$ cat config.mk
export PLATFORM = sky130hd
export DESIGN_NAME = ec_scalar_multiply_affine_top_flat
export DESIGN_NICKNAME = d
export VERILOG_FILES = /design/src/sv/ecsm_pkg.sv /design/src/sv/ecsm_if.sv /design/src/sv/ecsm_div.sv /design/src/sv/ecsm_datapath.sv /design/src/sv/ecsm_ctrl.sv /design/src/sv/ec_scalar_multiply_affine_top.sv /design/src/flat_wrapper.sv
export SDC_FILE = /design/constraint.sdc
export NUM_CORES = 2
export LEC_CHECK = 0
export ABC_AREA = 1
export BUFFER_PORTS_ARGS = -buffer_cell sky130_fd_sc_hd__buf_2
export CAP_MARGIN = 20
export CELL_PAD_IN_SITES_DETAIL_PLACEMENT = 0
export CELL_PAD_IN_SITES_GLOBAL_PLACEMENT = 1
export CORE_UTILIZATION = 49
export CTS_CLUSTER_DIAMETER = 60
export CTS_CLUSTER_SIZE = 10
export DETAILED_ROUTE_END_ITERATION = 7
export PLACE_DENSITY_LB_ADDON = 0.1
export SLEW_MARGIN = 20
export SYNTH_ARGS = -nofsm -noshare
export SYNTH_HDL_FRONTEND = slang
export SYNTH_SLANG_ARGS = --single-unit
export TNS_END_PERCENT = 1
$ cat constraint.sdc
create_clock -name clk_i -period 11.3 [get_ports clk_i]
set_input_delay 2.26 -clock clk_i [delete_from_list [all_inputs] [get_ports clk_i]]
set_output_delay 2.26 -clock clk_i [all_outputs]
set_load 0.02 [all_outputs]
$ cat src/sv/ecsm_pkg.sv
// ----------------------------------------------------------------------------
// ecsm_pkg
// Shared widths, types and command codes for the affine scalar multiplier.
// ----------------------------------------------------------------------------
package ecsm_pkg;

  localparam int FIELD_BITS   = 16;
  localparam int SCALAR_BITS  = 16;
  localparam int CNT_BITS     = $clog2(SCALAR_BITS + 1);
  localparam int DIV_STEPS    = 2 * FIELD_BITS;
  localparam int DIV_CNT_BITS = $clog2(DIV_STEPS + 1);
  localparam int CFG_IDX_BITS = 1;

  typedef logic [FIELD_BITS-1:0]          fe_t;
  typedef logic [2*FIELD_BITS-1:0]        wide_t;
  typedef logic signed [FIELD_BITS+1:0]   sfe_t;

  localparam fe_t PRIME_RESET  = FIELD_BITS'(17);
  localparam fe_t CURVE_RESET  = FIELD_BITS'(2);

  localparam logic [CFG_IDX_BITS-1:0] REG_PRIME   = CFG_IDX_BITS'(0);
  localparam logic [CFG_IDX_BITS-1:0] REG_CURVE_A = CFG_IDX_BITS'(1);

  typedef enum logic [4:0] {
    CMD_NONE,
    CMD_LOAD,
    CMD_RED_A,
    CMD_RED_X,
    CMD_RED_Y,
    CMD_ADD_ND,
    CMD_SQ,
    CMD_DBL_NUM,
    CMD_INV_INIT,
    CMD_EUC_DIV,
    CMD_INV_FIN,
    CMD_SLOPE,
    CMD_SSQ,
    CMD_RX,
    CMD_DY,
    CMD_WB_RES,
    CMD_WB_Q,
    CMD_WB_INF,
    CMD_NEXT_BIT
  } cmd_e;

  typedef enum logic [4:0] {
    ST_IDLE,
    ST_RA,
    ST_RX,
    ST_RY,
    ST_BIT,
    ST_PA,
    ST_DNUM,
    ST_IINIT,
    ST_EUC,
    ST_SLOPE,
    ST_SSQ,
    ST_RXC,
    ST_DY,
    ST_RES,
    ST_PA_END,
    ST_WAIT,
    ST_DONE
  } state_e;

  typedef struct packed {
    cmd_e cmd;
    logic dbl;
  } ctrl_t;

  typedef struct packed {
    logic div_done;
    logic p_small;
    logic u_inf;
    logic v_inf;
    logic x_eq;
    logic y_eq;
    logic nr_zero;
    logic r_one;
    logic k_bit;
    logic bits_done;
  } stat_t;

endpackage

$ cat src/sv/ecsm_if.sv
// ----------------------------------------------------------------------------
// ecsm_in_if / ecsm_out_if
// Valid/ready channels carrying base points in and result points out.
// ----------------------------------------------------------------------------
interface ecsm_in_if;
  logic                    valid;
  logic                    ready;
  logic [ecsm_pkg::FIELD_BITS-1:0]  point_x;
  logic [ecsm_pkg::FIELD_BITS-1:0]  point_y;
  logic                    point_at_infinity;
  logic [ecsm_pkg::SCALAR_BITS-1:0] scalar;

  modport source(output valid, point_x, point_y, point_at_infinity, scalar, input ready);
  modport sink(input valid, point_x, point_y, point_at_infinity, scalar, output ready);
endinterface

interface ecsm_out_if;
  logic                   valid;
  logic                   ready;
  logic [ecsm_pkg::FIELD_BITS-1:0] result_x;
  logic [ecsm_pkg::FIELD_BITS-1:0] result_y;
  logic                   result_infinity;

  modport source(output valid, result_x, result_y, result_infinity, input ready);
  modport sink(input valid, result_x, result_y, result_infinity, output ready);
endinterface

$ cat src/sv/ecsm_div.sv
// ----------------------------------------------------------------------------
// ecsm_div
// Restoring divider, one quotient bit per cycle, double-width dividend.
// ----------------------------------------------------------------------------
module ecsm_div (
  input  logic                clk_i,
  input  logic                rst_ni,
  input  logic                start_i,
  input  ecsm_pkg::wide_t     dividend_i,
  input  ecsm_pkg::fe_t       divisor_i,
  output logic                done_o,
  output ecsm_pkg::wide_t     quot_o,
  output ecsm_pkg::fe_t       rem_o
);

  logic                                busy_q, busy_d;
  logic                                done_q, done_d;
  logic [ecsm_pkg::DIV_CNT_BITS-1:0]   cnt_q, cnt_d;
  ecsm_pkg::wide_t                     n_q, n_d;
  ecsm_pkg::fe_t                       r_q, r_d;
  ecsm_pkg::fe_t                       d_q, d_d;
  logic [ecsm_pkg::FIELD_BITS:0]       trial;
  logic [ecsm_pkg::FIELD_BITS:0]       diff;

  always_comb begin
    trial  = {r_q, n_q[2*ecsm_pkg::FIELD_BITS-1]};
    diff   = trial - {1'b0, d_q};
    busy_d = busy_q;
    done_d = 1'b0;
    cnt_d  = cnt_q;
    n_d    = n_q;
    r_d    = r_q;
    d_d    = d_q;
    if (start_i) begin
      busy_d = 1'b1;
      cnt_d  = ecsm_pkg::DIV_CNT_BITS'(ecsm_pkg::DIV_STEPS);
      n_d    = dividend_i;
      r_d    = '0;
      d_d    = divisor_i;
    end else if (busy_q) begin
      if (trial >= {1'b0, d_q}) begin
        r_d = diff[ecsm_pkg::FIELD_BITS-1:0];
        n_d = {n_q[2*ecsm_pkg::FIELD_BITS-2:0], 1'b1};
      end else begin
        r_d = trial[ecsm_pkg::FIELD_BITS-1:0];
        n_d = {n_q[2*ecsm_pkg::FIELD_BITS-2:0], 1'b0};
      end
      cnt_d = cnt_q - ecsm_pkg::DIV_CNT_BITS'(1);
      if (cnt_q == ecsm_pkg::DIV_CNT_BITS'(1)) begin
        busy_d = 1'b0;
        done_d = 1'b1;
      end
    end
  end

  always_ff @(posedge clk_i or negedge rst_ni) begin
    if (!rst_ni) begin
      busy_q <= 1'b0;
      done_q <= 1'b0;
      cnt_q  <= '0;
    end else begin
      busy_q <= busy_d;
      done_q <= done_d;
      cnt_q  <= cnt_d;
    end
  end

  always_ff @(posedge clk_i) begin
    n_q <= n_d;
    r_q <= r_d;
    d_q <= d_d;
  end

  assign done_o = done_q;
  assign quot_o = n_q;
  assign rem_o  = r_q;

endmodule

$ cat src/sv/ecsm_datapath.sv
// ----------------------------------------------------------------------------
// ecsm_datapath
// Point registers, configuration, Euclid state and field arithmetic.
// ----------------------------------------------------------------------------
module ecsm_datapath (
  input  logic                                  clk_i,
  input  logic                                  rst_ni,
  input  ecsm_pkg::ctrl_t                       ctrl_i,
  output ecsm_pkg::stat_t                       stat_o,
  input  logic                                  cfg_we_i,
  input  logic [ecsm_pkg::CFG_IDX_BITS-1:0]     cfg_idx_i,
  input  ecsm_pkg::fe_t                         cfg_data_i,
  input  ecsm_pkg::fe_t                         point_x_i,
  input  ecsm_pkg::fe_t                         point_y_i,
  input  logic                                  point_inf_i,
  input  logic [ecsm_pkg::SCALAR_BITS-1:0]      scalar_i,
  output ecsm_pkg::fe_t                         res_x_o,
  output ecsm_pkg::fe_t                         res_y_o,
  output logic                                  res_inf_o
);

  localparam int FB = ecsm_pkg::FIELD_BITS;

  function automatic ecsm_pkg::fe_t mod_sub(ecsm_pkg::fe_t a, ecsm_pkg::fe_t b,
                                            ecsm_pkg::fe_t m);
    logic [FB:0] d;
    d = {1'b0, a} - {1'b0, b};
    if (a < b) begin
      d = d + {1'b0, m};
    end
    return d[FB-1:0];
  endfunction

  ecsm_pkg::fe_t p_q, a_q, ca_q;
  ecsm_pkg::fe_t bx_q, by_q, ax_q, ay_q;
  logic          binf_q, ainf_q;
  logic [ecsm_pkg::SCALAR_BITS-1:0] k_q;
  logic [ecsm_pkg::CNT_BITS-1:0]    cnt_q;
  ecsm_pkg::fe_t num_q, den_q, tmp_q, s_q, rx_q, inv_q, r_q, nr_q;
  ecsm_pkg::sfe_t t_q, nt_q;
  ecsm_pkg::cmd_e div_cmd_q;

  ecsm_pkg::fe_t   ux, uy, vx, vy, d_val, ry_val, mul_a, mul_b;
  logic            uinf;
  ecsm_pkg::wide_t mul_p, dividend;
  ecsm_pkg::fe_t   divisor;
  logic            div_start, div_done;
  ecsm_pkg::wide_t div_quot;
  ecsm_pkg::fe_t   div_rem;
  logic [FB:0]     y2;
  ecsm_pkg::fe_t   den2;
  logic [FB+2:0]   n3;
  logic [FB+1:0]   rxn;
  logic [FB+1:0]   tpos;
  logic signed [2*FB+2:0] eprod;
  ecsm_pkg::sfe_t  nt_new;

  always_comb begin
    ux     = ctrl_i.dbl ? bx_q : ax_q;
    uy     = ctrl_i.dbl ? by_q : ay_q;
    uinf   = ctrl_i.dbl ? binf_q : ainf_q;
    vx     = bx_q;
    vy     = by_q;
    d_val  = mod_sub(ux, rx_q, p_q);
    ry_val = mod_sub(tmp_q, uy, p_q);
    y2     = {uy, 1'b0};
    den2   = (y2 >= {1'b0, p_q}) ? FB'(y2 - {1'b0, p_q}) : y2[FB-1:0];
    n3     = ({3'b000, tmp_q} << 1) + {3'b000, tmp_q} + {3'b000, ca_q};
    rxn    = {2'b00, tmp_q} + {1'b0, p_q, 1'b0} - {2'b00, ux} - {2'b00, vx};
    tpos   = t_q + {2'b00, p_q};
    eprod  = $signed({1'b0, div_quot[FB-1:0]}) * nt_q;
    nt_new = t_q - $signed(eprod[FB+1:0]);
    case (ctrl_i.cmd)
      ecsm_pkg::CMD_SQ: begin
        mul_a = ux;
        mul_b = ux;
      end
      ecsm_pkg::CMD_SLOPE: begin
        mul_a = num_q;
        mul_b = inv_q;
      end
      ecsm_pkg::CMD_SSQ: begin
        mul_a = s_q;
        mul_b = s_q;
      end
      ecsm_pkg::CMD_DY: begin
        mul_a = s_q;
        mul_b = d_val;
      end
      default: begin
        mul_a = '0;
        mul_b = '0;
      end
    endcase
    mul_p     = mul_a * mul_b;
    divisor   = p_q;
    div_start = 1'b1;
    case (ctrl_i.cmd)
      ecsm_pkg::CMD_RED_A:   dividend = ecsm_pkg::wide_t'(a_q);
      ecsm_pkg::CMD_RED_X:   dividend = ecsm_pkg::wide_t'(bx_q);
      ecsm_pkg::CMD_RED_Y:   dividend = ecsm_pkg::wide_t'(by_q);
      ecsm_pkg::CMD_DBL_NUM: dividend = ecsm_pkg::wide_t'(n3);
      ecsm_pkg::CMD_RX:      dividend = ecsm_pkg::wide_t'(rxn);
      ecsm_pkg::CMD_SQ, ecsm_pkg::CMD_SLOPE, ecsm_pkg::CMD_SSQ, ecsm_pkg::CMD_DY:
        dividend = mul_p;
      ecsm_pkg::CMD_EUC_DIV: begin
        dividend = ecsm_pkg::wide_t'(r_q);
        divisor  = nr_q;
      end
      default: begin
        dividend  = '0;
        div_start = 1'b0;
      end
    endcase
  end

  ecsm_div u_div (
    .clk_i      (clk_i),
    .rst_ni     (rst_ni),
    .start_i    (div_start),
    .dividend_i (dividend),
    .divisor_i  (divisor),
    .done_o     (div_done),
    .quot_o     (div_quot),
    .rem_o      (div_rem)
  );

  always_ff @(posedge clk_i or negedge rst_ni) begin
    if (!rst_ni) begin
      p_q <= ecsm_pkg::PRIME_RESET;
      a_q <= ecsm_pkg::CURVE_RESET;
    end else if (cfg_we_i) begin
      case (cfg_idx_i)
        ecsm_pkg::REG_PRIME:   p_q <= cfg_data_i;
        ecsm_pkg::REG_CURVE_A: a_q <= cfg_data_i;
        default: ;
      endcase
    end
  end

  always_ff @(posedge clk_i) begin
    if (div_start) begin
      div_cmd_q <= ctrl_i.cmd;
    end
    if (div_done) begin
      case (div_cmd_q)
        ecsm_pkg::CMD_RED_A:   ca_q  <= div_rem;
        ecsm_pkg::CMD_RED_X:   bx_q  <= div_rem;
        ecsm_pkg::CMD_RED_Y:   by_q  <= div_rem;
        ecsm_pkg::CMD_SQ:      tmp_q <= div_rem;
        ecsm_pkg::CMD_DBL_NUM: num_q <= div_rem;
        ecsm_pkg::CMD_SLOPE:   s_q   <= div_rem;
        ecsm_pkg::CMD_SSQ:     tmp_q <= div_rem;
        ecsm_pkg::CMD_RX:      rx_q  <= div_rem;
        ecsm_pkg::CMD_DY:      tmp_q <= div_rem;
        ecsm_pkg::CMD_EUC_DIV: begin
          r_q  <= nr_q;
          nr_q <= div_rem;
          t_q  <= nt_q;
          nt_q <= nt_new;
        end
        default: ;
      endcase
    end
    case (ctrl_i.cmd)
      ecsm_pkg::CMD_LOAD: begin
        bx_q   <= point_inf_i ? '0 : point_x_i;
        by_q   <= point_inf_i ? '0 : point_y_i;
        binf_q <= point_inf_i;
        ax_q   <= '0;
        ay_q   <= '0;
        ainf_q <= 1'b1;
        k_q    <= scalar_i;
        cnt_q  <= '0;
      end
      ecsm_pkg::CMD_ADD_ND: begin
        num_q <= mod_sub(vy, uy, p_q);
        den_q <= mod_sub(vx, ux, p_q);
      end
      ecsm_pkg::CMD_DBL_NUM: den_q <= den2;
      ecsm_pkg::CMD_INV_INIT: begin
        r_q  <= p_q;
        nr_q <= den_q;
        t_q  <= '0;
        nt_q <= ecsm_pkg::sfe_t'(1);
      end
      ecsm_pkg::CMD_INV_FIN: inv_q <= t_q[FB+1] ? tpos[FB-1:0] : t_q[FB-1:0];
      ecsm_pkg::CMD_WB_RES: begin
        if (ctrl_i.dbl) begin
          bx_q   <= rx_q;
          by_q   <= ry_val;
          binf_q <= 1'b0;
        end else begin
          ax_q   <= rx_q;
          ay_q   <= ry_val;
          ainf_q <= 1'b0;
        end
      end
      ecsm_pkg::CMD_WB_Q: begin
        ax_q   <= bx_q;
        ay_q   <= by_q;
        ainf_q <= binf_q;
      end
      ecsm_pkg::CMD_WB_INF: begin
        if (ctrl_i.dbl) begin
          bx_q   <= '0;
          by_q   <= '0;
          binf_q <= 1'b1;
        end else begin
          ax_q   <= '0;
          ay_q   <= '0;
          ainf_q <= 1'b1;
        end
      end
      ecsm_pkg::CMD_NEXT_BIT: begin
        k_q   <= k_q >> 1;
        cnt_q <= cnt_q + ecsm_pkg::CNT_BITS'(1);
      end
      default: ;
    endcase
  end

  always_comb begin
    stat_o.div_done  = div_done;
    stat_o.p_small   = p_q < ecsm_pkg::fe_t'(2);
    stat_o.u_inf     = uinf;
    stat_o.v_inf     = binf_q;
    stat_o.x_eq      = ux == vx;
    stat_o.y_eq      = uy == vy;
    stat_o.nr_zero   = nr_q == '0;
    stat_o.r_one     = r_q == ecsm_pkg::fe_t'(1);
    stat_o.k_bit     = k_q[0];
    stat_o.bits_done = cnt_q == ecsm_pkg::CNT_BITS'(ecsm_pkg::SCALAR_BITS);
  end

  assign res_x_o   = ax_q;
  assign res_y_o   = ay_q;
  assign res_inf_o = ainf_q;

endmodule

$ cat src/sv/ecsm_ctrl.sv
// ----------------------------------------------------------------------------
// ecsm_ctrl
// Sequencer for double-and-add, point addition and the Euclid inverse.
// ----------------------------------------------------------------------------
module ecsm_ctrl (
  input  logic             clk_i,
  input  logic             rst_ni,
  input  logic             in_valid_i,
  output logic             in_ready_o,
  output logic             out_valid_o,
  input  logic             out_ready_i,
  input  ecsm_pkg::stat_t  stat_i,
  output ecsm_pkg::ctrl_t  ctrl_o
);

  ecsm_pkg::state_e state_q, state_d, ret_q, ret_d;
  logic             dbl_q, dbl_d;

  always_ff @(posedge clk_i or negedge rst_ni) begin
    if (!rst_ni) begin
      state_q <= ecsm_pkg::ST_IDLE;
      ret_q   <= ecsm_pkg::ST_IDLE;
      dbl_q   <= 1'b0;
    end else begin
      state_q <= state_d;
      ret_q   <= ret_d;
      dbl_q   <= dbl_d;
    end
  end

  always_comb begin
    state_d     = state_q;
    ret_d       = ret_q;
    dbl_d       = dbl_q;
    ctrl_o.cmd  = ecsm_pkg::CMD_NONE;
    in_ready_o  = 1'b0;
    out_valid_o = 1'b0;
    case (state_q)
      ecsm_pkg::ST_IDLE: begin
        in_ready_o = 1'b1;
        if (in_valid_i) begin
          ctrl_o.cmd = ecsm_pkg::CMD_LOAD;
          state_d    = stat_i.p_small ? ecsm_pkg::ST_DONE : ecsm_pkg::ST_RA;
        end
      end
      ecsm_pkg::ST_RA: begin
        ctrl_o.cmd = ecsm_pkg::CMD_RED_A;
        ret_d      = ecsm_pkg::ST_RX;
        state_d    = ecsm_pkg::ST_WAIT;
      end
      ecsm_pkg::ST_RX: begin
        ctrl_o.cmd = ecsm_pkg::CMD_RED_X;
        ret_d      = ecsm_pkg::ST_RY;
        state_d    = ecsm_pkg::ST_WAIT;
      end
      ecsm_pkg::ST_RY: begin
        ctrl_o.cmd = ecsm_pkg::CMD_RED_Y;
        ret_d      = ecsm_pkg::ST_BIT;
        state_d    = ecsm_pkg::ST_WAIT;
      end
      ecsm_pkg::ST_BIT: begin
        if (stat_i.bits_done) begin
          state_d = ecsm_pkg::ST_DONE;
        end else begin
          dbl_d   = ~stat_i.k_bit;
          state_d = ecsm_pkg::ST_PA;
        end
      end
      ecsm_pkg::ST_PA: begin
        if (stat_i.u_inf) begin
          if (!dbl_q) begin
            ctrl_o.cmd = ecsm_pkg::CMD_WB_Q;
          end
          state_d = ecsm_pkg::ST_PA_END;
        end else if (stat_i.v_inf) begin
          state_d = ecsm_pkg::ST_PA_END;
        end else if (stat_i.x_eq && !stat_i.y_eq) begin
          ctrl_o.cmd = ecsm_pkg::CMD_WB_INF;
          state_d    = ecsm_pkg::ST_PA_END;
        end else if (stat_i.x_eq) begin
          ctrl_o.cmd = ecsm_pkg::CMD_SQ;
          ret_d      = ecsm_pkg::ST_DNUM;
          state_d    = ecsm_pkg::ST_WAIT;
        end else begin
          ctrl_o.cmd = ecsm_pkg::CMD_ADD_ND;
          state_d    = ecsm_pkg::ST_IINIT;
        end
      end
      ecsm_pkg::ST_DNUM: begin
        ctrl_o.cmd = ecsm_pkg::CMD_DBL_NUM;
        ret_d      = ecsm_pkg::ST_IINIT;
        state_d    = ecsm_pkg::ST_WAIT;
      end
      ecsm_pkg::ST_IINIT: begin
        ctrl_o.cmd = ecsm_pkg::CMD_INV_INIT;
        state_d    = ecsm_pkg::ST_EUC;
      end
      ecsm_pkg::ST_EUC: begin
        if (stat_i.nr_zero) begin
          if (stat_i.r_one) begin
            ctrl_o.cmd = ecsm_pkg::CMD_INV_FIN;
            state_d    = ecsm_pkg::ST_SLOPE;
          end else begin
            ctrl_o.cmd = ecsm_pkg::CMD_WB_INF;
            state_d    = ecsm_pkg::ST_PA_END;
          end
        end else begin
          ctrl_o.cmd = ecsm_pkg::CMD_EUC_DIV;
          ret_d      = ecsm_pkg::ST_EUC;
          state_d    = ecsm_pkg::ST_WAIT;
        end
      end
      ecsm_pkg::ST_SLOPE: begin
        ctrl_o.cmd = ecsm_pkg::CMD_SLOPE;
        ret_d      = ecsm_pkg::ST_SSQ;
        state_d    = ecsm_pkg::ST_WAIT;
      end
      ecsm_pkg::ST_SSQ: begin
        ctrl_o.cmd = ecsm_pkg::CMD_SSQ;
        ret_d      = ecsm_pkg::ST_RXC;
        state_d    = ecsm_pkg::ST_WAIT;
      end
      ecsm_pkg::ST_RXC: begin
        ctrl_o.cmd = ecsm_pkg::CMD_RX;
        ret_d      = ecsm_pkg::ST_DY;
        state_d    = ecsm_pkg::ST_WAIT;
      end
      ecsm_pkg::ST_DY: begin
        ctrl_o.cmd = ecsm_pkg::CMD_DY;
        ret_d      = ecsm_pkg::ST_RES;
        state_d    = ecsm_pkg::ST_WAIT;
      end
      ecsm_pkg::ST_RES: begin
        ctrl_o.cmd = ecsm_pkg::CMD_WB_RES;
        state_d    = ecsm_pkg::ST_PA_END;
      end
      ecsm_pkg::ST_PA_END: begin
        if (dbl_q) begin
          ctrl_o.cmd = ecsm_pkg::CMD_NEXT_BIT;
          state_d    = ecsm_pkg::ST_BIT;
        end else begin
          dbl_d   = 1'b1;
          state_d = ecsm_pkg::ST_PA;
        end
      end
      ecsm_pkg::ST_WAIT: begin
        if (stat_i.div_done) begin
          state_d = ret_q;
        end
      end
      ecsm_pkg::ST_DONE: begin
        out_valid_o = 1'b1;
        if (out_ready_i) begin
          state_d = ecsm_pkg::ST_IDLE;
        end
      end
      default: state_d = ecsm_pkg::ST_IDLE;
    endcase
    ctrl_o.dbl = dbl_q;
  end

endmodule

$ cat src/sv/ec_scalar_multiply_affine_top.sv
// ----------------------------------------------------------------------------
// ec_scalar_multiply_affine_top
// Affine elliptic-curve scalar multiplication by right-to-left double-and-add.
// ----------------------------------------------------------------------------
// One transaction at a time: a point and scalar are taken, and the next input
// is refused until the result transaction has completed. Every modular
// reduction, multiplication result and Euclid quotient passes through one
// shared restoring divider of 32 steps. A transaction first reduces the curve
// coefficient and both base point coordinates, then runs, for each of the 16
// scalar bits, one or two point operations, each with a Euclid inverse of at
// most about 24 steps; when the modulus is below two, all arithmetic is
// skipped and the result is the point at infinity.
module ec_scalar_multiply_affine_top (
  input  logic                                 clk_i,
  input  logic                                 rst_ni,
  input  logic                                 cfg_we_i,
  input  logic [ecsm_pkg::CFG_IDX_BITS-1:0]    cfg_idx_i,
  input  logic [ecsm_pkg::FIELD_BITS-1:0]      cfg_data_i,
  ecsm_in_if.sink                              in_i,
  ecsm_out_if.source                           out_o
);

  ecsm_pkg::ctrl_t ctrl;
  ecsm_pkg::stat_t stat;

  ecsm_ctrl u_ctrl (
    .clk_i       (clk_i),
    .rst_ni      (rst_ni),
    .in_valid_i  (in_i.valid),
    .in_ready_o  (in_i.ready),
    .out_valid_o (out_o.valid),
    .out_ready_i (out_o.ready),
    .stat_i      (stat),
    .ctrl_o      (ctrl)
  );

  ecsm_datapath u_dp (
    .clk_i       (clk_i),
    .rst_ni      (rst_ni),
    .ctrl_i      (ctrl),
    .stat_o      (stat),
    .cfg_we_i    (cfg_we_i),
    .cfg_idx_i   (cfg_idx_i),
    .cfg_data_i  (cfg_data_i),
    .point_x_i   (in_i.point_x),
    .point_y_i   (in_i.point_y),
    .point_inf_i (in_i.point_at_infinity),
    .scalar_i    (in_i.scalar),
    .res_x_o     (out_o.result_x),
    .res_y_o     (out_o.result_y),
    .res_inf_o   (out_o.result_infinity)
  );

endmodule

$ cat src/flat_wrapper.sv
// flat-port wrapper written by rule: the top's interface ports become plain ports
module ec_scalar_multiply_affine_top_flat 
  (clk_i, rst_ni, cfg_we_i, cfg_idx_i, cfg_data_i, in_i_valid, in_i_point_x, in_i_point_y, in_i_point_at_infinity, in_i_scalar, in_i_ready, out_o_valid, out_o_result_x, out_o_result_y, out_o_result_infinity, out_o_ready);
  ecsm_in_if in_i_i ();
  ecsm_out_if out_o_i ();
  input  logic clk_i;
  input  logic rst_ni;
  input  logic cfg_we_i;
  input  logic [ecsm_pkg::CFG_IDX_BITS-1:0] cfg_idx_i;
  input  logic [ecsm_pkg::FIELD_BITS-1:0] cfg_data_i;
  input wire logic [$bits(in_i_i.valid)-1:0] in_i_valid;
  input wire logic [$bits(in_i_i.point_x)-1:0] in_i_point_x;
  input wire logic [$bits(in_i_i.point_y)-1:0] in_i_point_y;
  input wire logic [$bits(in_i_i.point_at_infinity)-1:0] in_i_point_at_infinity;
  input wire logic [$bits(in_i_i.scalar)-1:0] in_i_scalar;
  output wire logic [$bits(in_i_i.ready)-1:0] in_i_ready;
  output wire logic [$bits(out_o_i.valid)-1:0] out_o_valid;
  output wire logic [$bits(out_o_i.result_x)-1:0] out_o_result_x;
  output wire logic [$bits(out_o_i.result_y)-1:0] out_o_result_y;
  output wire logic [$bits(out_o_i.result_infinity)-1:0] out_o_result_infinity;
  input wire logic [$bits(out_o_i.ready)-1:0] out_o_ready;
  assign in_i_i.valid = in_i_valid;
  assign in_i_i.point_x = in_i_point_x;
  assign in_i_i.point_y = in_i_point_y;
  assign in_i_i.point_at_infinity = in_i_point_at_infinity;
  assign in_i_i.scalar = in_i_scalar;
  assign in_i_ready = in_i_i.ready;
  assign out_o_valid = out_o_i.valid;
  assign out_o_result_x = out_o_i.result_x;
  assign out_o_result_y = out_o_i.result_y;
  assign out_o_result_infinity = out_o_i.result_infinity;
  assign out_o_i.ready = out_o_ready;
  ec_scalar_multiply_affine_top u_core (.clk_i(clk_i), .rst_ni(rst_ni), .cfg_we_i(cfg_we_i), .cfg_idx_i(cfg_idx_i), .cfg_data_i(cfg_data_i), .in_i(in_i_i), .out_o(out_o_i));
endmodule
==> qor.txt <==
status: completed
top-area cell type share of the netlist area: 0.1691
DR WL met3: 13.98 mm
flop-to-flop setup slack: 990 ps
H-tree depth: 2
Compound-Gate Fraction of Synth Area: 0.1280
clk sinks: 386
delay of the slowest critical-path stage: 790 ps
routability-driven placement congestion ratio: 1.021
area share of xor/xnor cells in the synthesized design: 0.02544
Clk pin slew, worst setup/hold paths: 60 ps
Routed Antenna Nets: 0
largest net degree at the start of global routing: 72
layout cells sized above 1: 0.06277
setup_tns: 0 ps
Max clock buf depth: 3
Yosys Warn Count: 0
Buffers on Ports: 105
CTS tree: yes
area of the core: 90290 um2
crit start category: register
mux cell area share after synthesis: 0
initial DRC count: 4263
Slew Limit Fails: 0
Post-Synth Simple-Gate Area: 0.2302
vias per cell: 5.742
final wirelength: 179.8 mm
Crit Path Class: reg2reg
Top Metal Used: met4
Top Family by Delay on Critical Path: adder cells
die span in y: 304.2 um
maximum clock rate: 0.09697 GHz
Worst Path Arrival: 10690 ps
floorplan row count: 110
cell accounting for the most synthesized area: edfxtp_1
CP max FO: 51
postcts setup bufs: 0
sequential fraction of the synthesis area: 0.2347
DPL Wire Length: 144.8 mm
initial antenna violation count: 8
WL met2: 81.37 mm
Avg WL per Cell: 24.69 um
Die Width: 304.2 um
# hold bufs at CTS: 0
Req. time, crit path: 11680 ps
CTS buffer count: 52
final period utilization: 0.9126
Worst Skew: 33.96 ps
Yosys cell types: 62
Worst path slowest cell: o21ai_0
most common cell in the netlist: nand2_1
number of synthesized flops with an enable pin: 252
DP Worst Slack: 1192 ps
Post-Syn Area: 44760 um2
Synth Area in Adders: 0.2803
total global-route track usage: 0.3852
post-CTS sizing: 0
Gate Count Post-Synth: 5980
total number of vias: 41800
total grt overflow: 0
Nets: 6907
first-pass GRT wire length: 263.6 mm
io pins: 106
die area: 92560 um2
Met1 Wirelength: 69.57 mm
Slew HR: 0.2422
setup ws final: 987.8 ps
most used cell, CP: nand2_1
ys flop type: edfxtp_1
minimum clock period: 10310 ps
Initial Utilization: 0.4958
Buf+Inv Stages, Crit Path: 7
max FFs per register: 32
RSZ-0062 raised after global routing: no
main combinational cell family by area after synthesis: adder cells
syn avg cell area: 7.485 um2
DRT Pass-1 Iters: 8
ys async rst share: 0.1295
max_cap viols: 0
number of global-route vias before repair: 40660
root buf cell: clkbuf_16
FF+latch count, synth: 386
crit end category: register
clk_lat worst skew: 660 ps
slew at the pin closest to its max-slew limit: 1125 ps
HP Class: reg2reg
net count after synthesis: 6828
Post-synth top cells: nand2_1, inv_1, ha_1, nor2_1, o21ai_0
top cells by area, synth: edfxtp_1, fa_1, nand2_1
setup violators final: 0
P&R area growth vs syn: 8.095%
final routed DRC violation total: 0
final core occ: 0.5359
Hold Fails Final Rpt: 0
-- worst register-to-register path: cells and delay by family, from the launching register on --
family | cells | cell delay (ps)
DFF | 1 | 710
buffers and inverters | 7 | 720
adders and majority gates | 9 | 3970
and+or+nand+nor | 19 | 3040
AOI/OAI and AO/OA | 5 | 1420
xor gates and xnor gates | 1 | 150
-- per-layer routing --
layer | GRT usage | up-vias
met5 | 0 | -
met4 | 0.2699 | 0
met3 | 0.05530 | 503
met2 | 0.6203 | 1968
met1 | 0.4772 | 19870
li1 | - | 19460
-- worst paths after layout --
kind                                            startpoint                            to  cells past startpoint
worst min-delay path            u_core.u_dp.u_div.cnt_q[5]      u_core.u_dp.u_div.done_o                      1
max in group asynchronous                           rst_ni           u_core.u_ctrl.dbl_q                      2
worst min register to register  u_core.u_dp.u_div.cnt_q[5]      u_core.u_dp.u_div.done_o                      1
min in group asynchronous                           rst_ni            u_core.u_dp.p_q[9]                      2
worst max register to register         u_core.u_ctrl.dbl_q  u_core.u_dp.u_div.quot_o[27]                     41
worst max-delay path                   u_core.u_ctrl.dbl_q  u_core.u_dp.u_div.quot_o[27]                     41
-- cell type report --
class / count / area [um2]
Fill cell: 8893 / 41900
Multi-Input combinational cell: 4408 / 29770
Clock buffer: 81 / 1481
Inverter: 1025 / 3847
Clock inverter: 16 / 170.2
Antenna cell: 2 / 5.005
Sequential cell: 386 / 10510
Tap cell: 1176 / 1471
Timing Repair Buffer: 186 / 1134
-- cell usage in the layout, fill, tap and decap left out, drive strengths merged, types with 186 or more instances in the layout --
cell / count
fa: 376
nor2: 397
buf: 186
nand3: 323
nand2: 1556
o21ai: 421
ha: 401
edfxtp: 252
inv: 1020
a21oi: 363
-- through the flow --
step | cells | hold slack [ps] | instance area (um2)
CTS | 7278 | 495.1 | 48380
global route | 7278 | 520.1 | 48380
finish | 7280 | 491.6 | 48380
floorplan | 5980 | 449.5 | 44760
detailed placement | 7181 | 479.0 | 46730
global placement | 7181 | 471.0 | 46730
-- logic make-up (layout without fill, tap and decap cells) --
family / Yosys count / in the layout
buffers and inverters: 1186 / 1308
adder cells (fa/ha/maj): 777 / 777
flip-flops: 386 / 386
XOR/XNOR: 130 / 130
AO/OA/AOI/OAI: 1024 / 1024
other: 0 / 2
AND/OR/NAND/NOR: 2477 / 2477
Power is not shown: default switching activity piles up to over one toggle a cycle in this logic, so the estimate is an artifact.
